### src/sv/greedy_list_scheduler_macros.svh
// assertion macros shared by the scheduler modules
`ifndef GREEDY_LIST_SCHEDULER_MACROS_SVH
`define GREEDY_LIST_SCHEDULER_MACROS_SVH

`ifndef SYNTHESIS
// property that must hold at every clock edge outside reset
`define GLS_ASSERT(lbl, clk, rst, prop, msg) \
   lbl: assert property (@(posedge clk) disable iff (rst) (prop)) else $error(msg);
// same-cycle implication outside reset
`define GLS_ASSERT_IMPL(lbl, clk, rst, ante, cons, msg) \
   lbl: assert property (@(posedge clk) disable iff (rst) (ante) |-> (cons)) else $error(msg);
// next-cycle implication outside reset
`define GLS_ASSERT_NEXT(lbl, clk, rst, ante, cons, msg) \
   lbl: assert property (@(posedge clk) disable iff (rst) (ante) |=> (cons)) else $error(msg);
`else
`define GLS_ASSERT(lbl, clk, rst, prop, msg)
`define GLS_ASSERT_IMPL(lbl, clk, rst, ante, cons, msg)
`define GLS_ASSERT_NEXT(lbl, clk, rst, ante, cons, msg)
`endif

`endif

### src/sv/gls_pkg.sv
// types and constants of the greedy list scheduler
`default_nettype none

package gls_pkg;

   // processor array size and derived widths
   localparam int MAX_PROCESSORS = 16;
   localparam int IDX_W          = (MAX_PROCESSORS > 1) ? $clog2(MAX_PROCESSORS) : 1;
   localparam int CNT_W          = $clog2(MAX_PROCESSORS + 1);

   // field widths
   localparam int TIME_W  = 24;
   localparam int LOAD_W  = 40;
   localparam int PIDX_W  = 4;
   localparam int CFG_W   = 5;

   // configuration reset value
   localparam logic [CFG_W-1:0] PROC_COUNT_RESET = CFG_W'(4);

   // saturated load
   localparam logic [LOAD_W-1:0] LOAD_MAX = {LOAD_W{1'b1}};

   // queue between front and back
   localparam int Q_DEPTH = 2;
   localparam int QPTR_W  = $clog2(Q_DEPTH);
   localparam int QCNT_W  = $clog2(Q_DEPTH + 1);

   // one classified task word
   typedef struct packed {
      logic [TIME_W-1:0] task_time;
      logic              first_task;
      logic              last_task;
      logic [CNT_W-1:0]  n_active;
   } gls_item_type;

   // queue status seen by the back end
   typedef struct packed {
      logic empty;
      logic full;
   } gls_qstat_type;

endpackage

`default_nettype wire

### src/sv/gls_front.sv
// front end: count register, clamping and push into the queue
`default_nettype none

module gls_front
   import gls_pkg::*;
(
   input  wire logic                clock,
   input  wire logic                reset,
   input  wire logic                csr_write_enable,
   input  wire logic [CFG_W-1:0]    csr_write_data,
   input  wire logic                req_valid,
   output logic                     req_stall,
   input  wire logic [TIME_W-1:0]   req_task_time,
   input  wire logic                req_first_task,
   input  wire logic                req_last_task,
   input  wire gls_qstat_type       q_stat,
   output logic                     q_push,
   output gls_item_type             q_item
);

   localparam int CMP_W = (CFG_W > CNT_W) ? CFG_W : CNT_W;

   logic [CFG_W-1:0] proc_count_ff;
   logic [CFG_W-1:0] proc_count_in;
   logic [CMP_W-1:0] count_ext;
   logic [CNT_W-1:0] n_active;

   // processor count register
   always_comb begin
      proc_count_in = proc_count_ff;
      if (csr_write_enable) begin
         proc_count_in = csr_write_data;
      end
   end

   always_ff @(posedge clock) begin
      if (reset) begin
         proc_count_ff <= PROC_COUNT_RESET;
      end else begin
         proc_count_ff <= proc_count_in;
      end
   end

   // clamp to one .. MAX_PROCESSORS
   always_comb begin
      count_ext = CMP_W'(proc_count_ff);
      if (count_ext == '0) begin
         n_active = CNT_W'(1);
      end else if (count_ext > CMP_W'(MAX_PROCESSORS)) begin
         n_active = CNT_W'(MAX_PROCESSORS);
      end else begin
         n_active = CNT_W'(count_ext);
      end
   end

   // hand the word to the queue
   assign req_stall            = q_stat.full;
   assign q_push               = req_valid && !q_stat.full;
   assign q_item.task_time     = req_task_time;
   assign q_item.first_task    = req_first_task;
   assign q_item.last_task     = req_last_task;
   assign q_item.n_active      = n_active;

endmodule

`default_nettype wire

### src/sv/gls_queue.sv
// short queue of classified words between front and back
`default_nettype none
`include "greedy_list_scheduler_macros.svh"

module gls_queue
   import gls_pkg::*;
(
   input  wire logic          clock,
   input  wire logic          reset,
   input  wire logic          push,
   input  wire gls_item_type  push_item,
   input  wire logic          pop,
   output gls_item_type       pop_item,
   output gls_qstat_type      stat
);

   gls_item_type       entry_ff [Q_DEPTH];
   logic [QPTR_W-1:0]  wr_ptr_ff;
   logic [QPTR_W-1:0]  wr_ptr_in;
   logic [QPTR_W-1:0]  rd_ptr_ff;
   logic [QPTR_W-1:0]  rd_ptr_in;
   logic [QCNT_W-1:0]  count_ff;
   logic [QCNT_W-1:0]  count_in;

   // pointer and fill tracking
   always_comb begin
      wr_ptr_in = wr_ptr_ff;
      rd_ptr_in = rd_ptr_ff;
      count_in  = count_ff;
      if (push) begin
         wr_ptr_in = (wr_ptr_ff == QPTR_W'(Q_DEPTH - 1)) ? '0 : wr_ptr_ff + QPTR_W'(1);
      end
      if (pop) begin
         rd_ptr_in = (rd_ptr_ff == QPTR_W'(Q_DEPTH - 1)) ? '0 : rd_ptr_ff + QPTR_W'(1);
      end
      if (push && !pop) begin
         count_in = count_ff + QCNT_W'(1);
      end else if (pop && !push) begin
         count_in = count_ff - QCNT_W'(1);
      end
   end

   always_ff @(posedge clock) begin
      if (reset) begin
         wr_ptr_ff <= '0;
         rd_ptr_ff <= '0;
         count_ff  <= '0;
      end else begin
         wr_ptr_ff <= wr_ptr_in;
         rd_ptr_ff <= rd_ptr_in;
         count_ff  <= count_in;
      end
   end

   // entry storage
   always_ff @(posedge clock) begin
      if (push) begin
         entry_ff[wr_ptr_ff] <= push_item;
      end
   end

   assign pop_item   = entry_ff[rd_ptr_ff];
   assign stat.empty = (count_ff == '0);
   assign stat.full  = (count_ff == QCNT_W'(Q_DEPTH));

   // checks on queue use
   `GLS_ASSERT(a_q_count_range, clock, reset, count_ff <= QCNT_W'(Q_DEPTH), "queue overfilled")
   `GLS_ASSERT_IMPL(a_q_no_push_full, clock, reset, push, !stat.full, "push into full queue")
   `GLS_ASSERT_IMPL(a_q_no_pop_empty, clock, reset, pop, !stat.empty, "pop from empty queue")

endmodule

`default_nettype wire

### src/sv/gls_back.sv
// back end: least-loaded scan over the load memory, update and result register
`default_nettype none
`include "greedy_list_scheduler_macros.svh"

module gls_back
   import gls_pkg::*;
(
   input  wire logic                clock,
   input  wire logic                reset,
   input  wire gls_qstat_type       q_stat,
   input  wire gls_item_type        q_item,
   output logic                     q_pop,
   output logic                     rsp_valid,
   input  wire logic                rsp_stall,
   output logic [PIDX_W-1:0]        rsp_processor_index,
   output logic [LOAD_W-1:0]        rsp_makespan,
   output logic                     rsp_schedule_done
);

   localparam logic [1:0] S_IDLE = 2'd0;
   localparam logic [1:0] S_SCAN = 2'd1;
   localparam logic [1:0] S_UPD  = 2'd2;

   logic [1:0]                state_ff;
   logic [1:0]                state_in;
   gls_item_type              cur_ff;
   logic [CNT_W-1:0]          issue_ff;
   logic [CNT_W-1:0]          issue_in;
   logic                      rd_pend_ff;
   logic                      rd_pend_in;
   logic [IDX_W-1:0]          rd_idx_ff;
   logic [LOAD_W-1:0]         load_rd_ff;
   logic [LOAD_W-1:0]         best_load_ff;
   logic [IDX_W-1:0]          best_idx_ff;
   logic [MAX_PROCESSORS-1:0] load_vld_ff;
   logic [MAX_PROCESSORS-1:0] load_vld_in;
   logic [LOAD_W-1:0]         makespan_ff;
   logic [LOAD_W-1:0]         makespan_in;
   logic                      rsp_valid_ff;
   logic                      rsp_valid_in;
   logic [PIDX_W-1:0]         rsp_index_ff;
   logic [LOAD_W-1:0]         rsp_makespan_ff;
   logic                      rsp_done_ff;
   logic [LOAD_W-1:0]         load_mem [MAX_PROCESSORS];

   logic                      issue_go;
   logic [LOAD_W-1:0]         rd_val;
   logic                      take_rd;
   logic                      scan_last;
   logic                      upd_fire;
   logic [LOAD_W:0]           sum;
   logic [LOAD_W-1:0]         new_load;

   // scan control
   assign issue_go  = (state_ff == S_SCAN) && (issue_ff < cur_ff.n_active);
   assign rd_val    = load_vld_ff[rd_idx_ff] ? load_rd_ff : '0;
   assign take_rd   = rd_pend_ff && ((rd_idx_ff == '0) || (rd_val < best_load_ff));
   assign scan_last = rd_pend_ff && (CNT_W'(rd_idx_ff) + CNT_W'(1) == cur_ff.n_active);
   assign upd_fire  = (state_ff == S_UPD) && (!rsp_valid_ff || !rsp_stall);
   assign q_pop     = (state_ff == S_IDLE) && !q_stat.empty;

   // saturating add of the task time to the chosen load
   assign sum      = {1'b0, best_load_ff} + (LOAD_W + 1)'(cur_ff.task_time);
   assign new_load = sum[LOAD_W] ? LOAD_MAX : sum[LOAD_W-1:0];

   // next state and control registers
   always_comb begin
      state_in     = state_ff;
      issue_in     = issue_ff;
      rd_pend_in   = issue_go;
      load_vld_in  = load_vld_ff;
      makespan_in  = makespan_ff;
      rsp_valid_in = rsp_valid_ff && rsp_stall;
      case (state_ff)
         S_IDLE: begin
            if (q_pop) begin
               issue_in = '0;
               state_in = S_SCAN;
               if (q_item.first_task) begin
                  load_vld_in = '0;
                  makespan_in = '0;
               end
            end
         end
         S_SCAN: begin
            if (issue_go) begin
               issue_in = issue_ff + CNT_W'(1);
            end
            if (scan_last) begin
               state_in = S_UPD;
            end
         end
         S_UPD: begin
            if (upd_fire) begin
               load_vld_in[best_idx_ff] = 1'b1;
               if (new_load > makespan_ff) begin
                  makespan_in = new_load;
               end
               rsp_valid_in = 1'b1;
               state_in     = S_IDLE;
            end
         end
         default: begin
            state_in = S_IDLE;
         end
      endcase
   end

   always_ff @(posedge clock) begin
      if (reset) begin
         state_ff     <= S_IDLE;
         issue_ff     <= '0;
         rd_pend_ff   <= 1'b0;
         load_vld_ff  <= '0;
         makespan_ff  <= '0;
         rsp_valid_ff <= 1'b0;
      end else begin
         state_ff     <= state_in;
         issue_ff     <= issue_in;
         rd_pend_ff   <= rd_pend_in;
         load_vld_ff  <= load_vld_in;
         makespan_ff  <= makespan_in;
         rsp_valid_ff <= rsp_valid_in;
      end
   end

   // payload registers
   always_ff @(posedge clock) begin
      if (q_pop) begin
         cur_ff <= q_item;
      end
      if (issue_go) begin
         rd_idx_ff <= issue_ff[IDX_W-1:0];
      end
      if (take_rd) begin
         best_load_ff <= rd_val;
         best_idx_ff  <= rd_idx_ff;
      end
      if (upd_fire) begin
         rsp_index_ff    <= PIDX_W'(best_idx_ff);
         rsp_makespan_ff <= (new_load > makespan_ff) ? new_load : makespan_ff;
         rsp_done_ff     <= cur_ff.last_task;
      end
   end

   // load memory, one read and one write port
   always_ff @(posedge clock) begin
      if (issue_go) begin
         load_rd_ff <= load_mem[issue_ff[IDX_W-1:0]];
      end
      if (upd_fire) begin
         load_mem[best_idx_ff] <= new_load;
      end
   end

   assign rsp_valid           = rsp_valid_ff;
   assign rsp_processor_index = rsp_index_ff;
   assign rsp_makespan        = rsp_makespan_ff;
   assign rsp_schedule_done   = rsp_done_ff;

   // checks on the scan and update
   `GLS_ASSERT_IMPL(a_rd_in_range, clock, reset, rd_pend_ff, CNT_W'(rd_idx_ff) < cur_ff.n_active, "scan read past active processors")
   `GLS_ASSERT_IMPL(a_best_in_range, clock, reset, state_ff == S_UPD, CNT_W'(best_idx_ff) < cur_ff.n_active, "chosen processor out of range")
   `GLS_ASSERT_NEXT(a_makespan_covers, clock, reset, upd_fire, makespan_ff >= $past(new_load), "makespan below updated load")

endmodule

`default_nettype wire

### src/sv/greedy_list_scheduler.sv
// top level of the greedy least-loaded list scheduler
//
//  port group | dir | handshake        | contents
//  req_       | in  | valid / stall    | task_time, first_task, last_task
//  rsp_       | out | valid / stall    | processor_index, makespan, schedule_done
//  csr_       | in  | write enable     | processor_count
//
// a word passes through the back end in its idle, scan and update steps, scanning the active processors;
// the scan reads one processor load per cycle from the load memory
// a two-word queue lets the front take words while the back end scans
// reset is synchronous and clears loads, makespan and the count to four processors
// first_task clears all loads together through per-processor valid bits
// a stalled result holds the back end in its update step until taken
`default_nettype none

module greedy_list_scheduler
   import gls_pkg::*;
(
   input  wire logic                clock,
   input  wire logic                reset,
   input  wire logic                csr_write_enable,
   input  wire logic [CFG_W-1:0]    csr_write_data,
   input  wire logic                req_valid,
   output logic                     req_stall,
   input  wire logic [TIME_W-1:0]   req_task_time,
   input  wire logic                req_first_task,
   input  wire logic                req_last_task,
   output logic                     rsp_valid,
   input  wire logic                rsp_stall,
   output logic [PIDX_W-1:0]        rsp_processor_index,
   output logic [LOAD_W-1:0]        rsp_makespan,
   output logic                     rsp_schedule_done
);

   gls_qstat_type q_stat;
   gls_item_type  push_item;
   gls_item_type  pop_item;
   logic          q_push;
   logic          q_pop;

   // front end
   gls_front u_front (
      .clock            (clock),
      .reset            (reset),
      .csr_write_enable (csr_write_enable),
      .csr_write_data   (csr_write_data),
      .req_valid        (req_valid),
      .req_stall        (req_stall),
      .req_task_time    (req_task_time),
      .req_first_task   (req_first_task),
      .req_last_task    (req_last_task),
      .q_stat           (q_stat),
      .q_push           (q_push),
      .q_item           (push_item)
   );

   // queue between the two halves
   gls_queue u_queue (
      .clock     (clock),
      .reset     (reset),
      .push      (q_push),
      .push_item (push_item),
      .pop       (q_pop),
      .pop_item  (pop_item),
      .stat      (q_stat)
   );

   // back end
   gls_back u_back (
      .clock               (clock),
      .reset               (reset),
      .q_stat              (q_stat),
      .q_item              (pop_item),
      .q_pop               (q_pop),
      .rsp_valid           (rsp_valid),
      .rsp_stall           (rsp_stall),
      .rsp_processor_index (rsp_processor_index),
      .rsp_makespan        (rsp_makespan),
      .rsp_schedule_done   (rsp_schedule_done)
   );

endmodule

`default_nettype wire

### config.mk
export PLATFORM = sky130hd
export DESIGN_NAME = greedy_list_scheduler
export DESIGN_NICKNAME = d
export VERILOG_FILES = /design/src/sv/gls_pkg.sv /design/src/sv/gls_front.sv /design/src/sv/gls_queue.sv /design/src/sv/gls_back.sv /design/src/sv/greedy_list_scheduler.sv
export VERILOG_INCLUDE_DIRS = /design/src /design/src/sv
export SDC_FILE = /design/constraint.sdc
export NUM_CORES = 1
export LEC_CHECK = 0
export ABC_AREA = 1
export BUFFER_PORTS_ARGS = -buffer_cell sky130_fd_sc_hd__buf_2
export CORE_MARGIN = 4
export CORE_UTILIZATION = 40
export CTS_BUF_LIST = sky130_fd_sc_hd__clkbuf_4 sky130_fd_sc_hd__clkbuf_8
export DETAILED_ROUTE_END_ITERATION = 7
export SLEW_MARGIN = 40
export SYNTH_ARGS = -nofsm -noshare
export SYNTH_HDL_FRONTEND = slang
export SYNTH_HIERARCHICAL = 1
export SYNTH_SLANG_ARGS = --single-unit
### constraint.sdc
create_clock -name clock -period 7.6 [get_ports clock]
set_input_delay 0.38 -clock clock [delete_from_list [all_inputs] [get_ports clock]]
set_output_delay 0.38 -clock clock [all_outputs]
set_load 0.01 [all_outputs]
==> results.cfg, run 1 <==
[critical_path]
r2r_slack_ns = 1.63
r2r_start = u_back/best_load_ff[0]
path_buf_inv = 2
crit_path_max_incr_delay_ns = 0.68
cp.depth = 25
cp_max_fo = 59
cp_slowest_cell = nand3_1
start_kind = flip-flop
r2r_end = u_back/rsp_makespan[37]
cp-end-kind = flip-flop
cpLargestDelayFamily = simple AND/OR/NAND/NOR gates
crit_start = u_back/best_load_ff[0]
reg2reg_depth = 25
crit_required_ns = 8.14
crit_arrival_ns = 6.51
crit_type = reg2reg
crit_end = u_back/rsp_makespan[37]

[die]
core-area_um2 = 100400
io_pins = 83
die-area_um2 = 106600
start_util_pct = 40.40
num_rows = 116
die_h_um = 326.5
die_x_um = 326.5

[grt]
grt_usage_pct = 19.99
grt_pass1_wl_um = 160700
grt_pass1_vias = 25440
grt_antenna_before_repair = 3
grt_start_max_net_pins = 207
overflow = 0

[place]
gp_congestion = 0.9666
detailed_place_hpwl_um = 62490
placedCellCount = 4668
numPortBuffers = 82

[logic_synthesis]
ys.flop_type = edfxtp_1
syn_inst = 3365
synth_cell_types = 53
async_flop_share_pct = 0
synth_edf_count = 865
synth_warnings = 6
syn-num-nets = 3513
netlist_area_um2 = 40580
ys_seq_area_share_pct = 67.71
synth_seq_cells = 940
postSynthAreaPerCell_um2 = 12.06

[sta]
period_share_pct = 78.53
fin_tns_setup_ns = 0
max_freq_mhz = 167.6
finalClockSkew_ns = 0.04055
rsz0062_at_grt = false
worst_slew_pin_slew_ns = 0.9270
drv_slew = 0
finalCriticalPeriod_ns = 5.968
hold_viol_final = 0
hold_ws_ns = 0.2238
report.final.setup_viol = 0
max_slew_margin_pct = 38.20

[detailed_routing]
firstDrtPassIters = 6
drt-vias-per-instance = 5.348
drc_errors = 0
drtIter0Drc = 2647
vias = 26610
wire_per_inst_um = 21.82
ant_nets = 0
wirelength_um = 108600

[finish]
final_nets = 3654
final_cell_mix = edfxtp_1 (865), nor2_1 (511), nand2_1 (410)
nFillCells = 9262
area_growth_pct = 12.74
layoutNonFillerInstCount = 4976
layout_commonest_cell = edfxtp_1
drive_above_1_share_pct = 13.66

[clocking]
cts_buffer_depth = 3
cts_hold_buf = 43
insertion_delay_ns = 0.81
post_cts_buffers = 0
cts_tree = built
htreeDepth = 4
cts.sinks = 940
numCtsBuffers = 149
post_cts_resized = 0
root_buffer = clkbuf_8
clk_pin_slew_worst_paths_ns = 0.06

[pwr]
p_sw_share_pct = 35.74
intPower_w = 0.01102
ir_worst_vdd_v = 0.0002509
power_w = 0.01714
p_leak_nw = 16.07
p_switching_w = 0.006127
combPwrFrac_pct = 30.8
p_per_area_nw_per_um2 = 374.7
p_clk_share_pct = 24.8
power_frac_seq_pct = 44.4

[status]
status = finished, final reports clean

[min_path]
hp-class = in2reg

[job]
cap_viol_max_count = 0
==> cells in the mapped netlist (65+ instances only) <==
master / count / area, um2
edfxtp_1: 865 / 25970
nor2_1: 515 / 1933
nand2_1: 410 / 1539
inv_1: 260 / 975.9
o21ai_0: 195 / 975.9
nand3_1: 139 / 695.7
a21oi_1: 135 / 675.7
clkbuf_1: 112 / 420.4
ha_1: 111 / 1389
o32ai_1: 95 / 832.1
dfxtp_1: 75 / 1501
o221ai_1: 68 / 595.6
mux2i_1: 65 / 650.6
==> layer usage <==
layer,part of all wire [%],track usage [%],wire length (um)
met4,2.9,7.069,3170
met5,0.012,0,13
met3,7.3,3.635,7973
met1,43,27.56,47010
met2,46,31.90,50400
==> power groups by stage <==
stage / combinational (W) / sequential [W] / clock [W]
global route: 0.00583 / 0.00765 / 0.00458
detailed placement: 0.00522 / 0.00772 / 0
finish: 0.00528 / 0.00761 / 0.00425
global placement: 0.00516 / 0.00771 / 0
floorplan: 0.00348 / 0.00757 / 0
CTS: 0.00526 / 0.00762 / 0.00434
==> final cells by class <==
| class | count | area [um2] | area share (%) |
|---|---|---|---|
| repair buffers | 175 | 1304 | 2.850 |
| clock inverters | 45 | 287.8 | 0.6290 |
| clock buffers | 217 | 2636 | 5.762 |
| inverters | 272 | 1037 | 2.267 |
| flip-flops and latches | 940 | 27490 | 60.08 |
| well taps | 1357 | 1698 | 3.711 |
| diodes | 2 | 5.005 | 0.01094 |
| multi-input cells | 1968 | 11300 | 24.69 |
==> worst min-delay path by stage <==
stage | depth (start not counted) | slack, ns | to | startpoint
after floorplan | 0 | 0.40 | u_back/rsp_schedule_done | u_back/cur_ff[5]
after global placement | 0 | 0.42 | u_back/rsp_schedule_done | u_back/cur_ff[5]
after detailed placement | 0 | 0.43 | u_back/rsp_schedule_done | u_back/cur_ff[5]
after CTS | 3 | 0.17 | u_back/rd_pend_ff | reset
after global routing | 3 | 0.25 | u_back/rd_pend_ff | reset
final | 3 | 0.22 | flip-flop | reset
==> worst register-to-register path, cell delays in order, from the launching register on <==
cell,delay (ns)
edfxtp_1,0.40
ha_1,0.24
fa_1,0.38
nand2_1,0.09
clkinv_1,0.07
nand2_1,0.07
nand2_2,0.07
nand2_1,0.08
nand3_2,0.13
nand4_2,0.13
nand3_4,0.14
nand3_4,0.37
nand3_1,0.69
ha_1,0.58
nand2_1,0.06
nor2_1,0.12
nand4_1,0.12
nor2_1,0.26
nand3_1,0.14
nor2_1,0.11
nor2_1,0.06
nand2_2,0.07
nand2_4,0.27
inv_4,0.67
nand4_1,0.24
and2_1,0.18
==> logic make-up (layout without fill, tap and decap cells) <==
kind of cell / after synthesis / count (layout) / share of synthesized area (%)
other cells: 0 / 2 / 0
mux: 96 / 96 / 2.464
fa+ha+maj: 112 / 112 / 3.472
flops: 940 / 940 / 67.71
compound gates: 581 / 581 / 9.287
xor+xnor: 24 / 24 / 0.5180
buf+inv: 457 / 709 / 4.758
simple gates: 1155 / 1155 / 11.79
==> through the flow <==
stage                     setup slack [ns]  utilization [%]  cell area, um2
after global routing                 1.110            45.55           45750
after global placement               1.749            42.15           42330
after detailed placement             1.645            42.18           42360
after floorplan                      2.369                -           40580
final                                1.632            45.55           45750
after CTS                            1.684            45.52           45720
==> state kept, by name, summed over array words and instances, names as in the netlist, 5 cells and up, named ones only <==
register,cells
u_back/load_rd_ff,40
u_back/load_mem,640
u_back/cur_ff,30
u_back/load_vld_ff,16
u_front/count_ext,5
u_back/rsp_makespan,40
u_back/issue_ff,5
u_back/makespan_ff,40
u_back/best_load_ff,40
u_queue/entry_ff,62
Power figures use the tool's default switching activity.
==> run 2: changes to the inputs <==
- ABC_AREA: 1 -> 0
- clock period: 7.6 -> 5.04 ns (I/O delays scaled with it)
==> run 2 against run 1 <==
Against the previous run: first-iteration DRC count fell by 22%; area after synthesis fell by 4.1%; register-to-register slack got worse by 1.6 ns; wire length fell by 5.8%; die area fell by 4.0%; synthesized cell count fell by 35%; utilization rose by 2.0 points; worst setup slack got worse by 1.6 ns; cell count fell by 21%; design area rose by 0.32%; sequential power rose by 42%; highest routed layer unchanged.
==> results.cfg, run 2 <==
[detailed_routing]
vias = 21820
ant_nets = 0
drtIter0Drc = 2077
wirelength_um = 102200
wire_per_inst_um = 26.07
drc_errors = 0
firstDrtPassIters = 6
drt-vias-per-instance = 5.562

[clocking]
cts_buffer_depth = 3
root_buffer = clkbuf_8
numCtsBuffers = 153
insertion_delay_ns = 0.81
htreeDepth = 4
cts_tree = built
clk_pin_slew_worst_paths_ns = 0.07
cts.sinks = 940

[grt]
grt_pass1_wl_um = 148500
overflow = 0
use_met2_pct = 29.91
grt_pass1_vias = 22030
busiest_layer = met2
grt_start_max_net_pins = 88
use_met1_pct = 29.03
grtUsageMet3_pct = 4.740
grt_antenna_before_repair = 10
grt_usage_pct = 19.83

[die]
die-area_um2 = 102300
io_pins = 83
die_x_um = 319.9
start_util_pct = 40.30
core-area_um2 = 96570
num_rows = 114
die_h_um = 319.9

[finish]
final_cell_mix = edfxtp_1 (865), mux4_2 (205), clkbuf_8 (159)
final_nets = 2671
layoutNonFillerInstCount = 3922
largestRegisters = u_back/load_mem: 640 flops, u_queue/entry_ff: 62 flops
largest_reg_flops = 640
fin_util_pct = 47.53
drive_above_1_share_pct = 31.98
area_growth_pct = 17.95
largest-register = u_back/load_mem
layout_commonest_cell = edfxtp_1

[critical_path]
crit_chain = ha_1 > nand3_1 > a21oi_1 > a211oi_1 > o211ai_1 > buf_4 > o21ai_2 > buf_6 > nor4_1 > mux2_2 > ha_1 > a21oi_2 > nor2_1 > a211oi_2 > o211ai_1 > or4_4 > a21oi_4 > clkbuf_16 > nand2_2 > o211ai_1
crit_path_max_incr_delay_ns = 0.58
cp_common_cell = o211ai_1
r2r_slack_ns = 0.06
cp_slowest_cell = or4_4
start_kind = flip-flop
reg2reg_depth = 20
cpLargestDelayFamily = compound AO/OA/AOI/OAI gates
cp-end-kind = flip-flop
r2r_end = u_back/makespan_ff[26]
crit_type = reg2reg
crit_arrival_ns = 5.71
cp_max_fo = 11
r2r_start = u_back/best_load_ff[10]
path_buf_inv = 3
crit_required_ns = 5.77

[logic_synthesis]
netlist_area_um2 = 38910
synth_edf_count = 865
synth_warnings = 6
synthTopCellsByArea = edfxtp_1 (67%), mux4_2 (12%), dfxtp_1 (3.9%)
yosysMostFrequentCell = edfxtp_1
async_flop_share_pct = 0
syn_inst = 2192
synth_seq_cells = 940
synthTopCellsByCount = edfxtp_1 (865), mux4_2 (205), ha_1 (111)
ys.flop_type = edfxtp_1
synth_top_cell_by_area = edfxtp_1
synth_top_area_share_pct = 66.75
syn-num-nets = 2340
postSynthAreaPerCell_um2 = 17.75
synth_cell_types = 77
ys_seq_area_share_pct = 70.61

[min_path]
min_path_cells = 2
min_from = req_last_task
hp-class = in2reg
hold_end = u_queue/entry_ff[0][5]

[place]
numPortBuffers = 82
placedCellCount = 3576
preCtsSetupSlack_ns = -0.004330
gp_congestion = 0.8742
detailed_place_hpwl_um = 61250

[sta]
hold_viol_final = 0
setup_slack_ns = 0.06415
max_slew_margin_pct = 49.78
worst_slew_pin_slew_ns = 0.7476
drv_slew = 0
rsz0062_at_grt = true
finalCriticalPeriod_ns = 4.976
report.final.setup_viol = 0
finalClockSkew_ns = 0.04384
period_share_pct = 98.73
hold_ws_ns = 0.1709
max_freq_mhz = 201.0

[job]
cap_viol_max_count = 0

[pwr]
ir_worst_vdd_v = 0.0003419
p_per_area_nw_per_um2 = 537.1
p_leak_nw = 15.41

[status]
status = finished, final reports clean
[run 2: where the power goes]
| part | leakage, nW | switching (W) | total [W] | internal, W |
|---|---|---|---|---|
| Clock | 1.60 | 0.00296 | 0.00648 | 0.00352 |
| Sequential | 8.46 | 0.000329 | 0.0108 | 0.0105 |
| Combinational | 5.35 | 0.00456 | 0.00734 | 0.00279 |
[run 2: area by class of cell]
| cell class | count | area (um2) |
|---|---|---|
| clock inverter | 50 | 331.6 |
| clock buffer | 224 | 2676 |
| fill | 8084 | 50670 |
| multi-input combinational | 1036 | 10990 |
| sequential | 940 | 27490 |
| antenna | 4 | 10.01 |
| tap | 1276 | 1597 |
| inverter | 101 | 379.1 |
| timing repair buffer | 291 | 2427 |
[run 2: worst max-delay path by stage]
stage | start | end | depth (start not counted)
floorplan | u_back/best_load_ff[0] | u_back/rsp_makespan[18] | 20
global placement | u_back/best_load_ff[0] | u_back/rsp_makespan[2] | 20
detailed placement | u_back/cur_ff[7] | u_back/rsp_makespan[21] | 21
CTS | u_back/cur_ff[7] | u_back/rsp_makespan[30] | 20
global route | u_back/cur_ff[7] | u_back/makespan_ff[35] | 21
finish | u_back/best_load_ff[10] | u_back/makespan_ff[26] | 20
[run 2: kinds of logic after synthesis]
group	share of synthesized area (%)
fa+ha+maj	3.621
mux	13.44
xor+xnor	0.8328
simple gates	4.383
flops	70.61
compound gates	4.698
buf+inv	2.418
[run 2: through the flow]
stage	TNS, ns	power (W)	cell area [um2]
after floorplan	0	0.01495	38970
after global placement	0	0.01769	41710
after detailed placement	-0.004330	0.01784	41860
after CTS	0	0.02446	45330
after global routing	-1.967	0.02590	45890
final	0	0.02465	45900
[run 2: per-layer routing]
metal | routed length, um | part of all wire (%)
met1 | 46090 | 45
met2 | 46400 | 45
met3 | 7557 | 7.4
met4 | 2183 | 2.1
met5 | 13 | 0.013
[run 2: what timing repair did]
action                                  CTS  global route
buffers inserted                          0            16
resized for setup                         4            57
hold endpoints to repair                 67             0
endpoints found under the setup margin   48            80
hold buffers                             45             0
pin swaps                                 1            43
cloned                                    0             5
